`config.mk`:
```
export PLATFORM = sky130hd
export DESIGN_NAME = region_list_slot_offset_translator_core
export DESIGN_NICKNAME = d
export VERILOG_FILES = /design/src/hw/rtl/rlsot_pkg.sv /design/src/hw/rtl/rlsot_ctrl.sv /design/src/hw/rtl/rlsot_dp.sv /design/src/hw/rtl/region_list_slot_offset_translator_core.sv
export SDC_FILE = /design/constraint.sdc
export NUM_CORES = 2
export LEC_CHECK = 0
export BUFFER_PORTS_ARGS = -buffer_cell sky130_fd_sc_hd__buf_2
export CORE_UTILIZATION = 55
export DETAILED_ROUTE_END_ITERATION = 10
export MAX_ROUTING_LAYER = met4
export PLACE_DENSITY = 0.81
export SYNTH_ARGS = -nofsm -noshare
export SYNTH_HDL_FRONTEND = slang
export SYNTH_HIERARCHICAL = 1
export SYNTH_SLANG_ARGS = --single-unit
```
`constraint.sdc`:
```
create_clock -name clk -period 20.1 [get_ports clk]
set_clock_uncertainty 0.15 [all_clocks]
set_input_delay 0 -clock clk [delete_from_list [all_inputs] [get_ports clk]]
set_output_delay 0 -clock clk [all_outputs]
set_load 0.05 [all_outputs]
```
`src/hw/rtl/rlsot_pkg.sv`:
```
package rlsot_pkg;

  // Table size default and fixed field widths
  localparam int unsigned NUM_REGIONS_DEF = 32;
  localparam int unsigned MODE_W          = 2;
  localparam int unsigned IDX_IN_W        = 5;
  localparam int unsigned ADDR_W          = 32;
  localparam int unsigned LEN_W           = 28;
  localparam int unsigned CNT_CFG_W       = 6;
  localparam int unsigned S_DATA_W        = 104;

  // Region bases with special meaning
  localparam logic [ADDR_W-1:0] THUMB_OLD_BASE = 32'h0000_1000;
  localparam logic [ADDR_W-1:0] THUMB_NEW_BASE = 32'h0FFD_4000;
  // Address bits 27..12 of the aliased thumbnail window
  localparam logic [15:0]       ALIAS_PAGE     = 16'hFF54;

  typedef enum logic [MODE_W-1:0] {
    MODE_LOAD      = 2'd0,
    MODE_TRANSLATE = 2'd1,
    MODE_THUMB     = 2'd2,
    MODE_NONE      = 2'd3
  } mode_t;

  typedef enum logic [1:0] {
    ST_IDLE,
    ST_WALK,
    ST_DONE
  } ctrl_state_t;

  // Controller to datapath
  typedef struct packed {
    logic capture;  // take the input item, start a new walk
    logic walk;     // advance the table walk by one entry
    logic emit;     // move the result into the output register
  } dp_cmd_t;

  // Datapath to controller
  typedef struct packed {
    logic in_query;   // pending input item is a translate or thumbnail query
    logic ent_valid;  // an entry is under evaluation
    logic more;       // entries remain to be fetched
    logic match;      // evaluated entry answers the query
    logic out_free;   // output register can take a result this cycle
  } dp_status_t;

  // Whole 512-byte sectors needed for a region length
  function automatic logic [ADDR_W-1:0] sectors_of(input logic [LEN_W-1:0] len);
    logic [ADDR_W-1:0] s;
    s = ADDR_W'(len[LEN_W-1:9]) + ADDR_W'(|len[8:0]);
    return s;
  endfunction

endpackage

```
`src/hw/rtl/rlsot_ctrl.sv`:
```
module rlsot_ctrl
  import rlsot_pkg::*;
(
  input  logic       clk,
  input  logic       rst,
  input  logic       s_tvalid,
  output logic       s_tready,
  input  dp_status_t status,
  output dp_cmd_t    cmd
);

  ctrl_state_t state, state_next;

  // State register
  always_ff @(posedge clk) begin
    if (rst) begin
      state <= ST_IDLE;
    end else begin
      state <= state_next;
    end
  end

  // Next state and commands
  always_comb begin
    state_next  = state;
    cmd.capture = 1'b0;
    cmd.walk    = 1'b0;
    cmd.emit    = 1'b0;
    s_tready    = 1'b0;
    case (state)
      ST_IDLE: begin
        s_tready = 1'b1;
        if (s_tvalid) begin
          cmd.capture = 1'b1;
          state_next  = status.in_query ? ST_WALK : ST_DONE;
        end
      end
      ST_WALK: begin
        cmd.walk = 1'b1;
        // stop on the first hit, or once the table is exhausted
        if ((status.ent_valid && status.match) ||
            (!status.ent_valid && !status.more)) begin
          state_next = ST_DONE;
        end
      end
      ST_DONE: begin
        if (status.out_free) begin
          cmd.emit   = 1'b1;
          state_next = ST_IDLE;
        end
      end
      default: begin
        state_next = ST_IDLE;
      end
    endcase
  end

endmodule

```
`src/hw/rtl/rlsot_dp.sv`:
```
module rlsot_dp
  import rlsot_pkg::*;
#(
  parameter int unsigned NUM_REGIONS = NUM_REGIONS_DEF
) (
  input  logic                  clk,
  input  logic                  rst,
  // configuration
  input  logic                  cfg_valid,
  input  logic [CNT_CFG_W-1:0]  cfg_data,
  // input item fields
  input  logic [MODE_W-1:0]     in_mode,
  input  logic [IDX_IN_W-1:0]   in_entry_index,
  input  logic [ADDR_W-1:0]     in_entry_base,
  input  logic [LEN_W-1:0]      in_entry_length,
  input  logic [ADDR_W-1:0]     in_address,
  // result item
  output logic                  m_tvalid,
  input  logic                  m_tready,
  output logic                  out_found,
  output logic [ADDR_W-1:0]     out_offset,
  // control
  input  dp_cmd_t               cmd,
  output dp_status_t            status
);

  localparam int unsigned IDX_W = (NUM_REGIONS > 1) ? $clog2(NUM_REGIONS) : 1;
  localparam int unsigned CNT_W = $clog2(NUM_REGIONS + 1);

  logic [ADDR_W-1:0]    base_mem [NUM_REGIONS];
  logic [LEN_W-1:0]     len_mem  [NUM_REGIONS];

  logic [CNT_CFG_W-1:0] region_count;
  logic [MODE_W-1:0]    mode_q;
  logic [ADDR_W-1:0]    addr_q;
  logic [CNT_W-1:0]     walk_len;
  logic [CNT_W-1:0]     rd_idx;
  logic                 ent_valid;
  logic [ADDR_W-1:0]    ent_base;
  logic [LEN_W-1:0]     ent_len;
  logic [ADDR_W-1:0]    sec;
  logic                 res_found;
  logic [ADDR_W-1:0]    res_a;
  logic [ADDR_W-1:0]    res_b;

  logic                 more;
  logic                 load_ok;
  logic [ADDR_W-1:0]    rel;
  logic                 hit_alias;
  logic                 hit_range;
  logic                 hit_thumb;
  logic                 match;
  logic [CNT_W-1:0]     walk_len_next;

  // Configuration register
  always_ff @(posedge clk) begin
    if (rst) begin
      region_count <= '0;
    end else if (cfg_valid) begin
      region_count <= cfg_data;
    end
  end

  // Entries searched: region_count clamped to the table size
  always_comb begin
    if (32'(region_count) > 32'(NUM_REGIONS)) begin
      walk_len_next = CNT_W'(NUM_REGIONS);
    end else begin
      walk_len_next = CNT_W'(region_count);
    end
  end

  assign load_ok = (in_mode == MODE_LOAD) && (32'(in_entry_index) < 32'(NUM_REGIONS));
  assign more    = (rd_idx < walk_len);

  // Region table: one write port, one registered read port
  always_ff @(posedge clk) begin
    if (cmd.capture && load_ok) begin
      base_mem[IDX_W'(in_entry_index)] <= in_entry_base;
      len_mem[IDX_W'(in_entry_index)]  <= in_entry_length;
    end
    if (cmd.walk && more) begin
      ent_base <= base_mem[rd_idx[IDX_W-1:0]];
      ent_len  <= len_mem[rd_idx[IDX_W-1:0]];
    end
  end

  // Evaluate the fetched entry
  assign rel       = addr_q - ent_base;
  assign hit_alias = (ent_base == THUMB_OLD_BASE) && (addr_q[27:12] == ALIAS_PAGE);
  assign hit_range = (addr_q >= ent_base) && (rel[ADDR_W-1:LEN_W] == '0) &&
                     (rel[LEN_W-1:0] < ent_len);
  assign hit_thumb = (ent_base == THUMB_OLD_BASE) || (ent_base == THUMB_NEW_BASE);

  always_comb begin
    case (mode_q)
      MODE_TRANSLATE: match = hit_alias || hit_range;
      MODE_THUMB:     match = hit_thumb;
      default:        match = 1'b0;
    endcase
  end

  // Walk control and running sector count
  always_ff @(posedge clk) begin
    if (rst) begin
      ent_valid <= 1'b0;
      rd_idx    <= '0;
      res_found <= 1'b0;
    end else if (cmd.capture) begin
      ent_valid <= 1'b0;
      rd_idx    <= '0;
      res_found <= 1'b0;
    end else if (cmd.walk) begin
      if (ent_valid && match) begin
        ent_valid <= 1'b0;
        res_found <= 1'b1;
      end else begin
        ent_valid <= more;
        if (more) begin
          rd_idx <= rd_idx + CNT_W'(1);
        end
      end
    end
  end

  always_ff @(posedge clk) begin
    if (cmd.capture) begin
      mode_q   <= in_mode;
      addr_q   <= in_address;
      walk_len <= walk_len_next;
      sec      <= ADDR_W'(1);
    end else if (cmd.walk && ent_valid) begin
      if (match) begin
        // result parts, summed when the result is emitted
        if (mode_q == MODE_THUMB) begin
          res_a <= sec;
          res_b <= '0;
        end else if (hit_alias) begin
          res_a <= {sec[ADDR_W-10:0], 9'd0};
          res_b <= ADDR_W'(addr_q[11:0]);
        end else begin
          res_a <= {sec[ADDR_W-10:0], 9'd0};
          res_b <= rel;
        end
      end else begin
        sec <= sec + sectors_of(ent_len);
      end
    end
  end

  // Output register
  always_ff @(posedge clk) begin
    if (rst) begin
      m_tvalid <= 1'b0;
    end else if (cmd.emit) begin
      m_tvalid <= 1'b1;
    end else if (m_tready) begin
      m_tvalid <= 1'b0;
    end
  end

  always_ff @(posedge clk) begin
    if (cmd.emit) begin
      out_found  <= res_found;
      out_offset <= res_found ? (res_a + res_b) : '0;
    end
  end

  assign status.in_query  = (in_mode == MODE_TRANSLATE) || (in_mode == MODE_THUMB);
  assign status.ent_valid = ent_valid;
  assign status.more      = more;
  assign status.match     = match;
  assign status.out_free  = !m_tvalid || m_tready;

endmodule

```
`src/hw/rtl/region_list_slot_offset_translator_core.sv`:
```
// Region list to slot offset translator. Holds a table of memory regions
// (base, length) that are packed behind a one-sector header into a saved-state
// slot in 512-byte sectors. A load item (tuser 0) writes one table entry and
// returns found 0. A translate item (tuser 1) returns the slot byte offset of
// its address, with the region based at 0x1000 also answering for the window
// 0xFF54xxx; a thumbnail item (tuser 2) returns the start sector of the region
// based at 0x1000 or 0xFFD4000. Queries walk the first region_count entries
// (clamped to the table size) through a single registered table read port,
// one entry per cycle. A load or unused-mode item skips the walk. The next
// item is accepted once the result has moved into the output register. One
// item is in flight at a time. The next item is accepted while a result still
// waits on the output; a result that cannot leave holds the following item in
// the block. Write region_count only while the block is idle; table entries
// must be loaded before a walk reaches them.
module region_list_slot_offset_translator_core
  import rlsot_pkg::*;
#(
  parameter int unsigned NUM_REGIONS = NUM_REGIONS_DEF
) (
  input  logic                 clk,
  input  logic                 rst,
  // configuration: region_count
  input  logic                 cfg_valid,
  output logic                 cfg_ready,
  input  logic [CNT_CFG_W-1:0] cfg_data,
  // input items
  input  logic                 s_tvalid,
  output logic                 s_tready,
  // [4:0] entry_index, [36:5] entry_base, [64:37] entry_length,
  // [96:65] address, [103:97] zero
  input  logic [S_DATA_W-1:0]  s_tdata,
  // [1:0] mode
  input  logic [MODE_W-1:0]    s_tuser,
  // result items
  output logic                 m_tvalid,
  input  logic                 m_tready,
  // [31:0] offset
  output logic [ADDR_W-1:0]    m_tdata,
  // [0] found
  output logic                 m_tuser
);

  dp_cmd_t    cmd;
  dp_status_t status;

  assign cfg_ready = 1'b1;

  rlsot_ctrl u_ctrl (
    .clk      (clk),
    .rst      (rst),
    .s_tvalid (s_tvalid),
    .s_tready (s_tready),
    .status   (status),
    .cmd      (cmd)
  );

  rlsot_dp #(
    .NUM_REGIONS (NUM_REGIONS)
  ) u_dp (
    .clk             (clk),
    .rst             (rst),
    .cfg_valid       (cfg_valid),
    .cfg_data        (cfg_data),
    .in_mode         (s_tuser),
    .in_entry_index  (s_tdata[4:0]),
    .in_entry_base   (s_tdata[36:5]),
    .in_entry_length (s_tdata[64:37]),
    .in_address      (s_tdata[96:65]),
    .m_tvalid        (m_tvalid),
    .m_tready        (m_tready),
    .out_found       (m_tuser),
    .out_offset      (m_tdata),
    .cmd             (cmd),
    .status          (status)
  );

endmodule

```
==> results.py <==
metrics = {
    "setup_path": {
        "r2r_slack_ns": 13.50,
        "worstSetupEndpointType": "flop",
        "rr_endpoint": "u_ctrl/state[1]",
        "required_ns": 20.64,
        "r2r-start": "u_dp/addr_q[1]",
        "worstSetupPathType": "flop to flop",
        "startpoint_type": "flop",
        "r2r_cells": 24,
        "arrival_ns": 7.14,
        "cp_max_fo": 13,
    },
    "global_route": {
        "overflow": 0,
        "antenna_found_initial": 25,
        "grt_max_degree": 104,
        "grt_use_total": 0.328,
        "grt_pass1_vias": 48333,
        "grt_pass1_wl_um": 351000,
    },
    "yosys": {
        "synth-compound-area-share": 0.0212,
        "syn-num-nets": 4454,
        "synth_edf_count": 2117,
        "synthArstFlopShare": 0,
        "synth_area_sq_um": 86800,
        "synth-seq-area-share": 0.744,
        "synthXorXnorAreaFrac": 0.00817,
        "synthCells": 4216,
        "yosys.area_share.simple": 0.0340,
        "synthAdderAreaFrac": 0.0178,
        "synth-seq-cells": 2166,
        "synth_ff_type": "edfxtp_1",
        "yosysUniqueCellTypes": 82,
        "synth.area.top_cells": "edfxtp_1, mux4_2, ha_1",
        "yosysTopAreaCellShare": 0.733,
        "synth.avg_cell_area_sq_um": 20.6,
        "yosys.area.top_type": "edfxtp_1",
        "synth_mux_area_frac": 0.162,
        "synth_warnings": 6,
        "synth_top_family_by_area": "multiplexers",
    },
    "die": {
        "die_h_um": 399,
        "fp.dieW_um": 399,
        "io_pins": 153,
        "dieArea_sq_um": 159000,
        "rows": 145,
        "coreArea_sq_um": 156000,
        "start_util": 0.555,
    },
    "cts": {
        "cts.path.max_buffers": 3,
        "cts-htree-levels": 4,
        "clockRootBuffer": "clkbuf_16",
        "cts.sinks": 2166,
        "path_clk_slew_ns": 0.08,
        "cts_buffers": 200,
        "clk_latency_ns": 0.87,
        "cts_resized": 0,
        "tritoncts": "yes",
    },
    "power": {
        "switching_power_mw": 2.11,
        "ir_drop_v": 0.000118,
        "leakage_nw": 31.2,
        "clkPwrFrac": 0.416,
        "combPwrFrac": 0.053,
        "p_seq_frac": 0.531,
        "p_sw_frac": 0.223,
        "power.density_nw_per_um2": 95.9,
        "power.internal_mw": 7.34,
    },
    "timing": {
        "drv_slew": 0,
        "worstMarginPinSlew_ns": 1.26,
        "fin_crit_sh": 0.328,
        "tns_ns": 0,
        "timing.fmax_mhz": 151,
        "maxSlewHeadroom": 0.158,
        "period_minus_slack_ns": 6.60,
        "rsz0062_at_grt": "false",
        "setup-violations-final": 0,
        "hold_viol": 0,
    },
    "hold_path": {
        "hold_class": "primary input to flop",
        "hp-start": "s_tdata[27]",
        "min_to": "u_dp/base_mem[30][22]",
        "hold_depth": 2,
    },
    "route": {
        "drt-initial-drc-count": 7315,
        "drc_errors": 0,
        "drt.antenna.violating_nets": 0,
        "wl_per_cell_um": 36.6,
        "routed_via_density": 6.88,
        "wl_um": 251000,
        "first_pass_iters": 7,
        "route.vias.total": 47252,
    },
    "placement": {
        "gp_congestion": 0.909,
        "dpl.hpwl_um": 120000,
        "placed_cell_area_sq_um": 90200,
        "portBuffers": 144,
    },
    "job": {
        "cap_violations": 0,
    },
    "finish": {
        "mostFrequentLayoutCells": "edfxtp_1, mux4_2, nand2_1",
        "final_common_cell": "edfxtp_1",
        "drive_above_1_share": 0.252,
        "nets": 4848,
        "syn_to_final_growth_pct": 13.6,
        "finalInstanceArea_sq_um": 98600,
    },
    "status": {
        "run_status": "finished, final reports clean",
    },
}
-- how the worst max path moves through the flow --
| stage | start | end | slack [ns] | depth (start not counted) |
|---|---|---|---|---|
| 3_5_place_dp | u_dp/addr_q[1] | u_dp/res_b[0] | 13.53 | 22 |
| 3_3_place_gp | u_dp/addr_q[1] | u_dp/res_b[0] | 13.60 | 22 |
| 6_report | u_dp/addr_q[1] | u_ctrl/state[1] | 13.50 | 24 |
| 4_1_cts | u_dp/addr_q[1] | u_dp/res_b[7] | 13.50 | 22 |
| 2_1_floorplan | u_dp/addr_q[1] | u_dp/res_a[0] | 10.56 | 22 |
| 5_1_grt | u_dp/addr_q[0] | u_ctrl/state[1] | 13.09 | 26 |
-- routing by layer --
layer / up-vias / share of wire / track usage
met1: 24196 / 0.32 / 0.375
met3: 898 / 0.12 / 0.0781
li1: 18137 / - / -
met4: 0 / 0.058 / 0.176
met5: - / 0 / -
met2: 4021 / 0.51 / 0.536
-- cells in the mapped netlist (all sizes together), types with 4 or more instances --
cell type and instances:
buf 55, o211ai 4, a211o 6, o31ai 4, o21ai 43, nand2b 21, edfxtp 2117, nor3b 21
or3 8, and3 9, nor2 152, nand3 14, nor2b 21, and2 19, ha 117, nand4b 7
mux2i 24, a21o 32, a31oi 12, nand3b 4, a21oi 104, xnor2 57, nand4 22, a2111oi 4
clkbuf 132, dfxtp 49, inv 99, fa 4, xor2 24, nor4 15, a31o 6, mux4 600
a211oi 17, mux2 27, nor3 37, o21a 17, o21bai 11, nand2 261
-- state kept, by name, summed over array words and instances, names as in the netlist --
name               count
u_ctrl/state           2
u_dp/addr_q           32
u_dp/base_mem       1024
u_dp/ent_base         32
u_dp/ent_len          28
u_dp/ent_valid         1
u_dp/len_mem         896
u_dp/m_tvalid          1
u_dp/mode_q            2
u_dp/out_found         1
u_dp/out_offset       32
u_dp/rd_idx            6
u_dp/region_count      6
u_dp/res_a            32
u_dp/res_b            32
u_dp/res_found         1
u_dp/sec              32
u_dp/walk_len          6
-- power groups by stage --
stage | Clock [mW] | Sequential, mW | Combinational [mW]
CTS | 3.92 | 5.02 | 0.491
global route | 4.10 | 5.02 | 0.531
detailed placement | 0 | 5.11 | 0.452
global placement | 0 | 5.11 | 0.438
finish | 3.93 | 5.02 | 0.501
floorplan | 0 | 5.11 | 0.287
-- what timing repair did --
action | CTS | global route
hold buffers | 165 | 0
setup buffers | 0 | 0
hold endpoints to repair | 2235 | 0
-- stage by stage --
| step | total power [mW] | hold WS (ns) | setup WS (ns) | instances | util |
|---|---|---|---|---|---|
| after global placement | 5.55 | 0.0312 | 13.60 | 6301 | 0.577 |
| after global routing | 9.64 | 0.0408 | 13.09 | 6862 | 0.630 |
| final | 9.45 | 0.0429 | 13.50 | 6865 | 0.630 |
| after CTS | 9.42 | 0.00672 | 13.50 | 6841 | 0.630 |
| after floorplan | 5.40 | -0.0854 | 10.56 | 4216 | - |
| after detailed placement | 5.56 | 0.0298 | 13.53 | 6301 | 0.577 |
-- critical path, cell delays in order, from the launching register on --
cell	delay [ns]
edfxtp_1	0.48
ha_1	0.34
nor2b_1	0.15
o31a_1	0.28
o41a_1	0.36
o21a_2	0.26
a31oi_4	0.29
o21a_1	0.24
o21bai_1	0.07
a21oi_1	0.17
xnor2_1	0.12
ha_1	0.31
nand4_1	0.17
nor4_1	0.49
nand4_1	0.18
o21ai_0	0.41
nor3b_1	0.10
mux2i_1	0.14
and4b_4	0.30
nor2_2	0.33
inv_1	0.09
and2_1	0.16
o21ai_0	0.21
a21oi_1	0.09
dlygate4sd3_1	0.56
-- cell type report --
class	instances	area, sq um
flip-flops and latches	2166	64600
clock buffers	241	5290
clock inverters	134	1360
fillers	9809	57800
diodes	24	60.1
multi-input cells	1762	21400
well taps	2058	2570
repair buffers	379	2960
inverters	101	383
-- cell families after synthesis --
kind of cell / count (synthesis)
adders and majority gates: 121
other: 1
DFF: 2166
buffers and inverters: 288
xor gates and xnor gates: 81
muxes: 651
and+or+nand+nor: 626
AOI/OAI and AO/OA: 282
(Power assumes the default switching activity.)
